--- config.mk ---
export PLATFORM = sky130hd
export DESIGN_NAME = interleaved_channel_average_decimator_flat
export DESIGN_NICKNAME = d
export VERILOG_FILES = /design/src/rtl/core/icad_pkg.sv /design/src/rtl/core/icad_sample_if.sv /design/src/rtl/core/icad_result_if.sv /design/src/rtl/core/icad_divider.sv /design/src/rtl/core/interleaved_channel_average_decimator.sv /design/src/flat_wrapper.sv
export SDC_FILE = /design/constraint.sdc
export NUM_CORES = 1
export LEC_CHECK = 0
export ABC_CLOCK_PERIOD_IN_PS = 5660
export CAP_MARGIN = 30
export CORE_ASPECT_RATIO = 1.2
export CORE_MARGIN = 2
export CORE_UTILIZATION = 40
export CTS_CLUSTER_SIZE = 10
export DETAILED_ROUTE_END_ITERATION = 10
export DONT_BUFFER_PORTS = 1
export PLACE_DENSITY = 0.5
export SLEW_MARGIN = 40
export SYNTH_ARGS = -nofsm -noshare
export SYNTH_HDL_FRONTEND = slang
export SYNTH_SLANG_ARGS = --single-unit
--- constraint.sdc ---
create_clock -name clk_i -period 5.66 [get_ports clk_i]
set_input_delay 0.849 -clock clk_i [delete_from_list [all_inputs] [get_ports clk_i]]
set_output_delay 0.849 -clock clk_i [all_outputs]
set_load 0.01 [all_outputs]
--- src/rtl/core/icad_pkg.sv ---
// Shared types and constants of the interleaved channel average decimator.
package icad_pkg;

  // Widths of the configuration registers and of the channel field.
  localparam int unsigned CH_BITS   = 3;
  localparam int unsigned LEN_BITS  = 7;
  localparam int unsigned CFG_BITS  = 7;
  localparam int unsigned CFG_IDX_BITS = 2;

  // Configuration register indexes.
  typedef enum logic [CFG_IDX_BITS-1:0] {
    REG_CHANNEL_COUNT  = 2'd0,
    REG_AVERAGE_LENGTH = 2'd1
  } cfg_reg_e;

  // Control from the sequencer to the shared divider.
  typedef struct packed {
    logic start;
  } div_ctrl_t;

  // Status from the shared divider back to the sequencer.
  typedef struct packed {
    logic busy;
    logic done;
  } div_status_t;

endpackage

--- src/rtl/core/icad_sample_if.sv ---
// Input channel carrying one signed converter sample per request.
interface icad_sample_if #(
  parameter int unsigned SAMPLE_BITS = 16
);
  logic                          valid;
  logic                          ready;
  logic signed [SAMPLE_BITS-1:0] sample;

  modport source (output valid, output sample, input ready);
  modport sink   (input valid, input sample, output ready);
endinterface

--- src/rtl/core/icad_result_if.sv ---
// Output channel carrying one averaged channel value per request.
interface icad_result_if #(
  parameter int unsigned SAMPLE_BITS = 16
);
  logic                          valid;
  logic                          ready;
  logic [icad_pkg::CH_BITS-1:0]  channel;
  logic signed [SAMPLE_BITS-1:0] average;
  logic                          last;

  modport source (output valid, output channel, output average, output last, input ready);
  modport sink   (input valid, input channel, input average, input last, output ready);
endinterface

--- src/rtl/core/icad_divider.sv ---
// Shared restoring divider: signed sum over unsigned length, one quotient bit per cycle.
module icad_divider #(
  parameter int unsigned NUM_W = 23,
  parameter int unsigned DEN_W = 7
) (
  input  logic                     clk_i,
  input  logic                     rst_ni,
  input  icad_pkg::div_ctrl_t      ctrl_i,
  input  logic signed [NUM_W-1:0]  num_i,
  input  logic [DEN_W-1:0]         den_i,
  output icad_pkg::div_status_t    status_o,
  output logic signed [NUM_W-1:0]  quot_o
);

  localparam int unsigned CNT_W = $clog2(NUM_W + 1);

  logic [NUM_W-1:0] work_q, work_d;
  logic [DEN_W-1:0] rem_q, rem_d;
  logic [DEN_W-1:0] den_q;
  logic [CNT_W-1:0] cnt_q, cnt_d;
  logic             neg_q;
  logic             busy_q, busy_d;
  logic             done_q, done_d;

  logic [DEN_W:0]   shifted;
  logic [DEN_W:0]   diff;
  logic             ge;

  // The remainder stays below the divisor, so the shifted value is below twice it.
  always_comb begin
    shifted = {rem_q, work_q[NUM_W-1]};
    diff    = shifted - {1'b0, den_q};
    ge      = ~diff[DEN_W];
  end

  always_comb begin
    work_d = work_q;
    rem_d  = rem_q;
    cnt_d  = cnt_q;
    busy_d = busy_q;
    done_d = 1'b0;
    if (busy_q) begin
      rem_d  = ge ? diff[DEN_W-1:0] : shifted[DEN_W-1:0];
      work_d = {work_q[NUM_W-2:0], ge};
      cnt_d  = cnt_q - CNT_W'(1);
      if (cnt_q == CNT_W'(1)) begin
        busy_d = 1'b0;
        done_d = 1'b1;
      end
    end
  end

  always_ff @(posedge clk_i or negedge rst_ni) begin
    if (!rst_ni) begin
      cnt_q  <= '0;
      busy_q <= 1'b0;
      done_q <= 1'b0;
    end else if (ctrl_i.start) begin
      cnt_q  <= CNT_W'(NUM_W);
      busy_q <= 1'b1;
      done_q <= 1'b0;
    end else begin
      cnt_q  <= cnt_d;
      busy_q <= busy_d;
      done_q <= done_d;
    end
  end

  always_ff @(posedge clk_i) begin
    if (ctrl_i.start) begin
      work_q <= num_i[NUM_W-1] ? NUM_W'(-num_i) : NUM_W'(num_i);
      rem_q  <= '0;
      den_q  <= den_i;
      neg_q  <= num_i[NUM_W-1];
    end else begin
      work_q <= work_d;
      rem_q  <= rem_d;
    end
  end

  assign quot_o          = neg_q ? -$signed(work_q) : $signed(work_q);
  assign status_o.busy   = busy_q;
  assign status_o.done   = done_q;

endmodule

--- src/rtl/core/interleaved_channel_average_decimator.sv ---
// Top level: per-channel boxcar accumulation with decimated averaged output.
//
// Samples arrive on in_i interleaved by channel (ch0, ch1, ..., ch0, ...) and each
// is added to its channel's running sum. A sample that does not close a group is
// taken while ready stays high, so such samples may follow back to back.
// The sample that completes average_length frames starts the output phase: for each
// channel in order the shared restoring divider produces sum / length, truncated
// toward zero, through a setup state (S_START), the divider loop (S_DIV), a
// hand-over into the result register and the delivery on out_o (S_OUT). Results
// leave on out_o with channel index, average and a last flag on the highest
// channel. While the receiver holds ready low the result register keeps its value
// and the block waits; no sample is taken until the whole group has been delivered.
// A write on the configuration port (index 0 channel_count, 1 average_length)
// takes effect at once and restarts the group; other indexes are ignored.
// Reset sets both registers to 1 and clears sums, channel position and frame count.
module interleaved_channel_average_decimator #(
  parameter int unsigned MAX_CHANNELS = 6,
  parameter int unsigned MAX_AVERAGE  = 64,
  parameter int unsigned SAMPLE_BITS  = 16
) (
  input  logic                               clk_i,
  input  logic                               rst_ni,
  icad_sample_if.sink                        in_i,
  icad_result_if.source                      out_o,
  input  logic                               cfg_we_i,
  input  logic [icad_pkg::CFG_IDX_BITS-1:0]  cfg_idx_i,
  input  logic [icad_pkg::CFG_BITS-1:0]      cfg_data_i
);

  localparam int unsigned SUM_BITS = SAMPLE_BITS + $clog2(MAX_AVERAGE) + 1;
  localparam int unsigned IDX_W    = (MAX_CHANNELS > 1) ? $clog2(MAX_CHANNELS) : 1;
  localparam int unsigned FRM_W    = (MAX_AVERAGE > 1) ? $clog2(MAX_AVERAGE) : 1;
  localparam int unsigned CHB      = icad_pkg::CH_BITS;
  localparam int unsigned LENB     = icad_pkg::LEN_BITS;

  typedef enum logic [3:0] {
    S_IDLE  = 4'b0001,
    S_START = 4'b0010,
    S_DIV   = 4'b0100,
    S_OUT   = 4'b1000
  } state_e;

  state_e state_q, state_d;

  logic [CHB-1:0]             ch_cfg_q;
  logic [LENB-1:0]            len_cfg_q;
  logic signed [SUM_BITS-1:0] sums_q [MAX_CHANNELS];
  logic [IDX_W-1:0]           pos_q;
  logic [FRM_W-1:0]           frame_q;
  logic [IDX_W-1:0]           j_q;

  logic [CHB-1:0]             out_ch_q;
  logic signed [SAMPLE_BITS-1:0] out_avg_q;
  logic                       out_last_q;

  logic [CHB-1:0]             eff_ch;
  logic [LENB-1:0]            eff_len;
  logic [IDX_W-1:0]           rd_idx;
  logic signed [SUM_BITS-1:0] rd_sum;
  logic signed [SUM_BITS-1:0] new_sum;
  logic                       in_take;
  logic                       out_take;
  logic                       pos_end;
  logic                       frame_end;
  logic                       j_last;
  logic                       cfg_hit;

  icad_pkg::div_ctrl_t        div_ctrl;
  icad_pkg::div_status_t      div_status;
  logic signed [SUM_BITS-1:0] div_quot;

  // Out-of-range register values fold to the nearest usable setting.
  always_comb begin
    if (ch_cfg_q == '0) begin
      eff_ch = CHB'(1);
    end else if (int'(ch_cfg_q) > int'(MAX_CHANNELS)) begin
      eff_ch = CHB'(MAX_CHANNELS);
    end else begin
      eff_ch = ch_cfg_q;
    end
    if (len_cfg_q == '0) begin
      eff_len = LENB'(1);
    end else if (int'(len_cfg_q) > int'(MAX_AVERAGE)) begin
      eff_len = LENB'(MAX_AVERAGE);
    end else begin
      eff_len = len_cfg_q;
    end
  end

  assign in_take   = in_i.valid && in_i.ready;
  assign out_take  = out_o.valid && out_o.ready;
  assign pos_end   = (int'(pos_q) + 1) >= int'(eff_ch);
  assign frame_end = (int'(frame_q) + 1) >= int'(eff_len);
  assign j_last    = (int'(j_q) + 1) >= int'(eff_ch);
  assign cfg_hit   = cfg_we_i && ((cfg_idx_i == icad_pkg::REG_CHANNEL_COUNT) ||
                                  (cfg_idx_i == icad_pkg::REG_AVERAGE_LENGTH));

  assign rd_idx  = (state_q == S_IDLE) ? pos_q : j_q;
  assign rd_sum  = sums_q[rd_idx];
  assign new_sum = rd_sum + {{(SUM_BITS-SAMPLE_BITS){in_i.sample[SAMPLE_BITS-1]}},
                             in_i.sample};

  assign div_ctrl.start = (state_q == S_START);

  icad_divider #(
    .NUM_W (SUM_BITS),
    .DEN_W (LENB)
  ) u_div (
    .clk_i    (clk_i),
    .rst_ni   (rst_ni),
    .ctrl_i   (div_ctrl),
    .num_i    (rd_sum),
    .den_i    (eff_len),
    .status_o (div_status),
    .quot_o   (div_quot)
  );

  always_comb begin
    state_d = state_q;
    case (state_q)
      S_IDLE: begin
        if (in_take && pos_end && frame_end) state_d = S_START;
      end
      S_START: state_d = S_DIV;
      S_DIV: begin
        if (div_status.done) state_d = S_OUT;
      end
      S_OUT: begin
        if (out_take) state_d = j_last ? S_IDLE : S_START;
      end
      default: state_d = S_IDLE;
    endcase
  end

  always_ff @(posedge clk_i or negedge rst_ni) begin
    if (!rst_ni) begin
      state_q   <= S_IDLE;
      ch_cfg_q  <= CHB'(1);
      len_cfg_q <= LENB'(1);
      pos_q     <= '0;
      frame_q   <= '0;
      j_q       <= '0;
      for (int i = 0; i < int'(MAX_CHANNELS); i++) sums_q[i] <= '0;
    end else if (cfg_hit) begin
      if (cfg_idx_i == icad_pkg::REG_CHANNEL_COUNT) begin
        ch_cfg_q <= cfg_data_i[CHB-1:0];
      end else begin
        len_cfg_q <= cfg_data_i[LENB-1:0];
      end
      state_q <= S_IDLE;
      pos_q   <= '0;
      frame_q <= '0;
      j_q     <= '0;
      for (int i = 0; i < int'(MAX_CHANNELS); i++) sums_q[i] <= '0;
    end else begin
      state_q <= state_d;
      if (in_take) begin
        sums_q[pos_q] <= new_sum;
        if (!pos_end) begin
          pos_q <= pos_q + IDX_W'(1);
        end else begin
          pos_q <= '0;
          if (!frame_end) begin
            frame_q <= frame_q + FRM_W'(1);
          end else begin
            frame_q <= '0;
            j_q     <= '0;
          end
        end
      end
      if (out_take) begin
        if (j_last) begin
          // The whole group has gone out, so the sums restart from zero.
          j_q <= '0;
          for (int i = 0; i < int'(MAX_CHANNELS); i++) sums_q[i] <= '0;
        end else begin
          j_q <= j_q + IDX_W'(1);
        end
      end
    end
  end

  always_ff @(posedge clk_i) begin
    if (state_q == S_DIV && div_status.done) begin
      out_ch_q   <= CHB'(j_q);
      out_avg_q  <= div_quot[SAMPLE_BITS-1:0];
      out_last_q <= j_last;
    end
  end

  assign in_i.ready    = (state_q == S_IDLE);
  assign out_o.valid   = (state_q == S_OUT);
  assign out_o.channel = out_ch_q;
  assign out_o.average = out_avg_q;
  assign out_o.last    = out_last_q;

  // No sample may be taken while a result is still on offer.
  assert property (@(posedge clk_i) disable iff (!rst_ni)
    !(in_i.ready && out_o.valid))
    else $error("input ready while a result is pending");

  // The last flag marks exactly the highest configured channel.
  assert property (@(posedge clk_i) disable iff (!rst_ni)
    out_o.valid |-> (out_o.last == (int'(out_o.channel) + 1 == int'(eff_ch))))
    else $error("last flag does not match channel position");

  // The divider is idle whenever a result is being offered.
  assert property (@(posedge clk_i) disable iff (!rst_ni)
    out_o.valid |-> !div_status.busy)
    else $error("divider busy during result hand-over");

  // Delivering the last result of a group returns the block to taking samples.
  assert property (@(posedge clk_i) disable iff (!rst_ni)
    (out_take && out_o.last && !cfg_hit) |=> in_i.ready)
    else $error("block did not return to accepting samples after group end");

endmodule
--- src/flat_wrapper.sv ---
// flat-port wrapper written by rule: the top's interface ports become plain ports
module interleaved_channel_average_decimator_flat 
#(
  parameter int unsigned MAX_CHANNELS = 6,
  parameter int unsigned MAX_AVERAGE  = 64,
  parameter int unsigned SAMPLE_BITS  = 16
)
  (clk_i, rst_ni, cfg_we_i, cfg_idx_i, cfg_data_i, in_i_valid, in_i_sample, in_i_ready, out_o_valid, out_o_channel, out_o_average, out_o_last, out_o_ready);
  icad_sample_if #(.SAMPLE_BITS(SAMPLE_BITS)) in_i_i ();
  icad_result_if #(.SAMPLE_BITS(SAMPLE_BITS)) out_o_i ();
  input  logic clk_i;
  input  logic rst_ni;
  input  logic cfg_we_i;
  input  logic [icad_pkg::CFG_IDX_BITS-1:0] cfg_idx_i;
  input  logic [icad_pkg::CFG_BITS-1:0] cfg_data_i;
  input wire logic [$bits(in_i_i.valid)-1:0] in_i_valid;
  input wire logic [$bits(in_i_i.sample)-1:0] in_i_sample;
  output wire logic [$bits(in_i_i.ready)-1:0] in_i_ready;
  output wire logic [$bits(out_o_i.valid)-1:0] out_o_valid;
  output wire logic [$bits(out_o_i.channel)-1:0] out_o_channel;
  output wire logic [$bits(out_o_i.average)-1:0] out_o_average;
  output wire logic [$bits(out_o_i.last)-1:0] out_o_last;
  input wire logic [$bits(out_o_i.ready)-1:0] out_o_ready;
  assign in_i_i.valid = in_i_valid;
  assign in_i_i.sample = in_i_sample;
  assign in_i_ready = in_i_i.ready;
  assign out_o_valid = out_o_i.valid;
  assign out_o_channel = out_o_i.channel;
  assign out_o_average = out_o_i.average;
  assign out_o_last = out_o_i.last;
  assign out_o_i.ready = out_o_ready;
  interleaved_channel_average_decimator #(.MAX_CHANNELS(MAX_CHANNELS), .MAX_AVERAGE(MAX_AVERAGE), .SAMPLE_BITS(SAMPLE_BITS)) u_core (.clk_i(clk_i), .rst_ni(rst_ni), .in_i(in_i_i), .out_o(out_o_i), .cfg_we_i(cfg_we_i), .cfg_idx_i(cfg_idx_i), .cfg_data_i(cfg_data_i));
endmodule
== Yosys cells after proc, flatten, opt, wreduce, memory -nomap -nowiden ==
Cells that the tools add are included.

* Flip-flop bits (word level): 229
* Input port bits: 30
* Output and inout bits: 22
* Logic and storage cells: 123

* Add/subtract/negate cells: 11
* Order comparisons: 8
* Equality and inequality tests: 9
* Muxes and demuxes: 47
* Bitwise operators: 4
* Reductions and logical operators: 22

{| class="wikitable"
|+ Operator list
! operator !! count
|-
| 2-to-1 mux 138 bit || 4
|-
| bitwise mux 138 bit || 1
|-
| 2-to-1 mux 23 bit || 6
|-
| binary-select mux 23 bit (select 3 bit) || 1
|-
| demux 23 bit (select 3 bit) || 1
|-
| greater-or-equal comparator 32 x 4 -> 1 bit || 2
|-
| 2-to-1 mux 3 bit || 12
|-
| greater-or-equal comparator 32 x 8 -> 1 bit || 1
|-
| 2-to-1 mux 6 bit || 4
|-
| adder 23 bit || 1
|-
| negator 23 bit || 1
|-
| 2-to-1 mux 7 bit || 3
|-
| 2-to-1 mux 16 bit || 1
|-
| 2-to-1 mux 4 bit || 4
|-
| negator 16 bit || 1
|-
| case mux 4 bit (4 select lines) || 1
|-
| 2-to-1 mux 5 bit || 2
|-
| nonzero test 3 bit || 3
|-
| adder 3 x 1 -> 4 bit, second input constant || 2
|-
| greater-or-equal comparator 4 bit, second input constant || 2
|-
| inverter 3 -> 4 bit || 2
|-
| subtractor 8 x 7 -> 8 bit || 1
|-
| adder 6 x 1 -> 7 bit, second input constant || 1
|-
| greater-than comparator 7 bit, second input constant || 1
|-
| 24 further kinds || 43
|}

== Longest topological paths before layout ==
* Depth after elaboration: 12
* Gate-level depth with buffers: 20

== Hierarchy ==
From an unflattened synthesis, not the netlist that was laid out.

* Cells, all modules: 1366
* Area total of the unflattened synthesis: 12942.4 µm²

{| class="wikitable"
|+ Modules (own cells, without submodules)
! module !! instances !! cells each !! area each (µm²)
|-
| interleaved_channel_average_decimator || 1 || 1028 || 9811.9
|-
| icad_divider || 1 || 338 || 3130.5
|}

== Worst setup path before layout ==
OpenSTA, ideal clock, no wires.

* Path kind: reg-to-reg
* Start: register u_core.state_q[0]
* End: register u_core.sums_q[133] (netlist bit)
* Library setup time: 0.078 ns
* Data arrival time: 4.644 ns
* Setup slack: 0.938 ns
* Cell stages (with the launch flop): 21
* Path buffers: 3
* Clock period less this slack: 4.722 ns
* Cell sequence: dfstp_2 > nor4b_4 > buf_4 > mux2_2 > nand2_1 > buf_2 > clkbuf_1 > o221a_2 > inv_1 > ha_1 > inv_1 > fa_1 > nor2b_1 > o21ai_0 > a21boi_0 > o211a_1 > o21a_1 > or4b_2 > o311ai_0 > nand2_1 > a21oi_1

* Cells in the longest elaborated chain, start to end: 12

{| class="wikitable"
|+ Ends and longest elaborated chain
! what !! line !! source
|-
| from (decl) || interleaved_channel_average_decimator.sv:43 || <nowiki>state_e state_q, state_d;</nowiki>
|-
| from (signal assigned) || interleaved_channel_average_decimator.sv:156 || <nowiki>state_q <= state_d;</nowiki>
|-
| equality test 4 x 1 -> 1 bit * || interleaved_channel_average_decimator.sv:191 || <nowiki>assign in_i.ready = (state_q == S_IDLE);</nowiki>
|-
| named net in_i_ready || flat_wrapper.sv:18 || <nowiki>output wire logic [$bits(in_i_i.ready)-1:0] in_i_ready;</nowiki>
|-
| 2-to-1 mux 3 bit || interleaved_channel_average_decimator.sv:98 || <nowiki>assign rd_idx = (state_q == S_IDLE) ? pos_q : j_q;</nowiki>
|-
| inverter 3 -> 4 bit (not written as such) || interleaved_channel_average_decimator.sv:99 || <nowiki>assign rd_sum = sums_q[rd_idx];</nowiki>
|-
| binary-select mux 23 bit (select 3 bit) || interleaved_channel_average_decimator.sv:99 ||
|-
| 2-to-1 mux 23 bit (not written as such) (2 in a row) || interleaved_channel_average_decimator.sv:99 ||
|-
| adder 23 bit || interleaved_channel_average_decimator.sv:100 || <nowiki>assign new_sum = rd_sum + {{(SUM_BITS-SAMPLE_BITS){in_i.sample[SAMPLE_BITS-1]}},</nowiki>
|-
| bitwise mux 138 bit || interleaved_channel_average_decimator.sv:158 || <nowiki>sums_q[pos_q] <= new_sum;</nowiki>
|-
| 2-to-1 mux 138 bit * || interleaved_channel_average_decimator.sv:157 || <nowiki>if (in_take) begin</nowiki>
|-
| 2-to-1 mux 138 bit || interleaved_channel_average_decimator.sv:172 || <nowiki>if (j_last) begin</nowiki>
|-
| 2-to-1 mux 138 bit * || interleaved_channel_average_decimator.sv:171 || <nowiki>if (out_take) begin</nowiki>
|-
| 2-to-1 mux 138 bit * || interleaved_channel_average_decimator.sv:144 || <nowiki>end else if (cfg_hit) begin</nowiki>
|-
| to (signal, indexed assignment) || interleaved_channel_average_decimator.sv:158 ||
|-
| to (decl) || interleaved_channel_average_decimator.sv:47 || <nowiki>logic signed [SUM_BITS-1:0] sums_q [MAX_CHANNELS];</nowiki>
|}

Mark *: on every way through the listed nets, which the timed path passes. The rest lies on a longest branch. The select of a mux whose other input is x is not followed.
A chain may end at the register's enable or synchronous reset.

== Worst setup path after layout ==
* Start: register u_core.state_q[0]
* End: register u_core.sums_q[87] (netlist bit)

* Cells in the longest elaborated chain, start to end: 12

{| class="wikitable"
|+ Ends and longest elaborated chain
! what !! line
|-
| equality test 4 x 1 -> 1 bit || interleaved_channel_average_decimator.sv:98, interleaved_channel_average_decimator.sv:191
|-
| 2-to-1 mux 3 bit || interleaved_channel_average_decimator.sv:98
|-
| inverter 3 -> 4 bit (not written as such) || interleaved_channel_average_decimator.sv:99
|-
| binary-select mux 23 bit (select 3 bit) || interleaved_channel_average_decimator.sv:99
|-
| 2-to-1 mux 23 bit (not written as such) (2 in a row) || interleaved_channel_average_decimator.sv:99
|-
| adder 23 bit || interleaved_channel_average_decimator.sv:100
|-
| bitwise mux 138 bit || interleaved_channel_average_decimator.sv:158
|-
| 2-to-1 mux 138 bit || interleaved_channel_average_decimator.sv:157
|-
| 2-to-1 mux 138 bit || interleaved_channel_average_decimator.sv:172
|-
| 2-to-1 mux 138 bit * || interleaved_channel_average_decimator.sv:171
|-
| 2-to-1 mux 138 bit * || interleaved_channel_average_decimator.sv:144
|}

Every way passes the cells marked *; elsewhere a longest branch is shown, timed or not. The select of a mux whose other input is x is not followed.

==> metrics list <==
- Counting flops and latches in the post-synthesis netlist gives between 200 and 250.
- IR analysis of the VDD net gives a maximum drop of ~0.23 mV.
- TritonCTS built the clock tree.
* Share of the clock period used by the worst path: 91.0%
* Worst EP required: approximately 6 ns
- Post-CTS setup buffer count: 0
- Number of global-route vias before repair: 10100
* Total Neg Setup Slack: 0 ns
* Detailed-routing wirelength on met1: 17.3 mm
* Remaining global-route overflow: 0
* Number of synthesis warnings: 0
- Detailed placement finished with a half-perimeter wire length of about 24 mm.
- Pre-CTS WS: between 0.4 and 0.5 ns
- The flow ran to the end, and the final reports show no timing, DRC or antenna violations.
- Of all flip-flops after synthesis, the portion carrying an async set or reset was 74.7%.
* Number of slew-limit violations in the final report: 0
* Reg-to-Reg End: u_core.sums_q[87]$_DFF_PN0_
- Startpoint type of the worst setup path: flip-flop
- In the final routed layout, each cell accounts on average for ~20 um.
- Net switching share of the total power: a little over two fifths
- Unrepaired setup endpoints after global routing: false
- In this design, the largest share of critical-path delay is due to compound AO/OA/AOI/OAI gates.
- The routed design could run at a clock period as short as 5.15 ns.
* Num Clock Sinks: about 230
- Part of the total power dissipated in sequential elements: 30.1%
* Final cell utilization of the core: about 45%
* Combinational share of power: roughly 50%
- Entering global routing, the biggest net connects 139 pins.
- P_sw: between 3000 and 4000 uW
- In this run the register-to-register setup slack is about 0.51 ns.
* Post-Syn Area: around 13000 um^2
* Number of detailed-route iterations in the first pass: 5
- In the routed design, unresolved DRC markers number 0.
- The finished cells cover between 10000 and 15000 um^2.
- Ports placed on the boundary: between 50 and 60
* All-Layer GR Usage: a little over a fifth
- At the worst endpoint, the arrival time is 5.62 ns.
* Slowest cell on the critical path: or4b_2
- Setup slack of the critical path after layout: a little over 0.5 ns
* Element type at the critical path end: flip-flop
- Top post-synthesis cells by count: nand2_1, a21oi_1, dfrtp_1, nor2_1, o21ai_0
* Count of routing violations after the opening detailed-route iteration: approximately 840
* Routed vias: approximately 10000
* Mean cell area of the mapped netlist: a little over 9 um^2
- Number of synthesized flops with an enable pin: 51
* Final Hold Viols: 0
- Site row count: just over 70
- Number of levels in the clock H-tree: 1
- The design draws just over 8000 uW.
- Count of final setup violators: 0
* Slowest Stage Delay on Critical Path: 0.63 ns
* Highest layer used for signal routing: met4
- Among all flip-flop cells after synthesis, the most frequent one is dfrtp_1.
* Maximum clock frequency: approximately 0.19 GHz
- Proportion of layout cells with a drive suffix above 1: 9.84%
- The largest total area in the synthesized netlist belongs to dfrtp_1.
- Syn nets: approximately 1500
* Type of the worst setup path: flip-flop to flip-flop
- In this run the clock root is driven by a clkbuf_16.
- Together, buffers and inverters on the worst path number 2.
- Yosys attributes the largest share of cell area to dfrtp_1, edfxtp_1, nand2_1.
- The first global-routing pass estimated 58.9 mm of wire.
* Area share of the largest cell type after synthesis: roughly a third
- Worst rel slew slack: about two fifths
- Number of buffers on the longest clock path: 3
- Transition time at the pin with the least slew margin: 0.879 ns
- The die covers 34300 um^2.
- Initial core utilization: about two fifths
- The die is ~170 um wide.
* Number of standard cells after synthesis: 1434
* Antenna violations before repair: 0
- The placed instances occupy a cell area of 13500 um^2.
- Count of unique library cells instantiated by Yosys: about 80
- Net count, final: roughly 1500
* Vertical extent of the die: a little over 200 um
* Final weighted congestion in routability-driven placement: 0.830
- The critical path goes through nor4b_4 -> buf_4 -> mux2_4 -> mux4_1 -> a22oi_1 -> inv_1 -> ha_1 -> a21oi_1 -> nand2_1 -> o221ai_1 -> o21ai_0 -> o21a_1 -> or4b_2 -> o311ai_2 -> nand2_1 -> a21oi_1.
- Number of max-cap violations: 0
* Core Area: 32300 um^2
- The repair_antennas step left the layout with diodes totalling 0.
* Internal power contribution: between 4000 and 5000 uW
- Along the worst path, the maximum fanout reaches 16.
* Clock Power Share: about a fifth
- Register-to-Register Path Depth: 16
- Clock Pin Slew Worst Setup and Hold Paths: about 0.060 ns
- The min-delay analysis places its worst path in the category input port to async pin.
- Post-route antenna net violation count: 0
- Reported leakage power: approximately 0.006 uW
- Worst skew pair latency: 0.55 ns
* Signed area change from the synthesized netlist to the final layout: 9.83%
- Sequential elements use a little under half of the synthesized area.
- Power density of the placed cells: 572 nW/um^2
* Wire length after detailed routing: 37.2 mm
- FF-to-FF Start: u_core.state_q[0]$_DFFE_PN1P_
- Clock tree skew after final layout: 0.0116 ns
- Detailed-routed wire length on met2: between 15 and 20 mm
* Most frequent cell after synthesis: nand2_1
* Buffers on Ports: 0
* Drt via density: ~5.6
- Detailed routing placed a total of 1.78 mm of wire on met3.
- Inserted Clock Buffers: 28
## state kept, by name, indices dropped and copies added, names as in the netlist
register	count
u_core.sums_q	138
u_core.u_div.work_q	23
u_core.out_o.average	16
u_core.len_cfg_q	7
u_core.u_div.den_q	7
u_core.u_div.rem_q	7
u_core.frame_q	6
u_core.u_div.cnt_q	5
u_core.state_q	4
u_core.ch_cfg_q	3
u_core.j_q	3
u_core.out_o.channel	3
u_core.pos_q	3
u_core.out_o.last	1
u_core.u_div.busy_q	1
u_core.u_div.done_q	1
u_core.u_div.neg_q	1
## per-stage QoR
stage	hold WS [ns]	cells
floorplan	0.443	1434
global placement	0.463	1791
detailed placement	0.471	1791
CTS	0.130	1839
global route	0.127	1840
finish	0.147	1840
## cells by family after synthesis
| kind of cell | Yosys count | share of synthesized area, % |
|---|---|---|
| fa+ha+maj | 53 | 5.15 |
| simple gates | 549 | 18.3 |
| flops | 229 | 45.4 |
| buf+inv | 122 | 4.12 |
| mux | 61 | 6.65 |
| xor+xnor | 66 | 4.52 |
| compound gates | 354 | 15.9 |
## power by group through the flow
stage | sequential, uW | combinational (uW) | clock, uW
2_1_floorplan | 2400 | 3030 | 0
6_report | 2480 | 4110 | 1650
3_5_place_dp | 2510 | 4040 | 0
4_1_cts | 2480 | 4090 | 1690
5_1_grt | 2540 | 4580 | 1750
3_3_place_gp | 2500 | 4010 | 0
## area by class of cell
class / instances / area, um^2
fill: 3121 / 17800
multi-input combinational: 1083 / 6700
sequential: 229 / 5950
clock buffer: 44 / 802
tap: 407 / 509
timing repair buffer: 32 / 270
inverter: 43 / 161
clock inverter: 2 / 13.8
## cells in the final DEF (no fill, tap or decap), types with 4 or more instances in the layout
cell type / count
a211oi_1: 16
a21boi_0: 4
a21o_1: 7
a21oi_1: 174
a22oi_1: 4
a31oi_1: 14
a32o_1: 4
and2_1: 6
buf_4: 29
clkbuf_1: 13
clkbuf_16: 29
dfrtp_1: 168
dfxtp_1: 7
edfxtp_1: 51
ha_1: 50
inv_1: 41
mux2_2: 15
mux2i_1: 25
mux4_2: 17
nand2_1: 339
nand2b_1: 16
nand3_1: 22
nor2_1: 82
nor2b_1: 14
nor3_1: 18
o211ai_1: 8
o21a_1: 6
o21ai_0: 64
o21ai_1: 9
o21ai_2: 4
o31ai_1: 14
or2_2: 4
or3_1: 12
xnor2_1: 46
xor2_1: 16
## worst max path at each step
stage | from | to | slack [ns] | cells past startpoint
3_3_place_gp | u_core.state_q[0]$_DFFE_PN1P_ | u_core.sums_q[110]$_DFF_PN0_ | 0.48 | 17
6_report | u_core.state_q[0]$_DFFE_PN1P_ | u_core.sums_q[87]$_DFF_PN0_ | 0.51 | 16
2_1_floorplan | u_core.state_q[0]$_DFFE_PN1P_ | u_core.sums_q[133]$_DFF_PN0_ | 0.94 | 20
3_5_place_dp | u_core.state_q[0]$_DFFE_PN1P_ | u_core.sums_q[18]$_DFF_PN0_ | 0.49 | 16
4_1_cts | u_core.state_q[0]$_DFFE_PN1P_ | u_core.sums_q[18]$_DFF_PN0_ | 0.49 | 16
5_1_grt | u_core.state_q[0]$_DFFE_PN1P_ | u_core.sums_q[18]$_DFF_PN0_ | 0.16 | 16
## what timing repair did
action,4_1_cts,5_1_grt
resized for setup,0,0
setup endpoints to repair,0,0
hold buffers,2,0
hold endpoints to repair,138,0
## metal layers
layer	vias up	track usage, %
met5	-	0
met4	0	4.79
met3	45	2.80
met2	248	35.4
met1	5036	31.8
li1	4958	-
(Power assumes the default switching activity.)
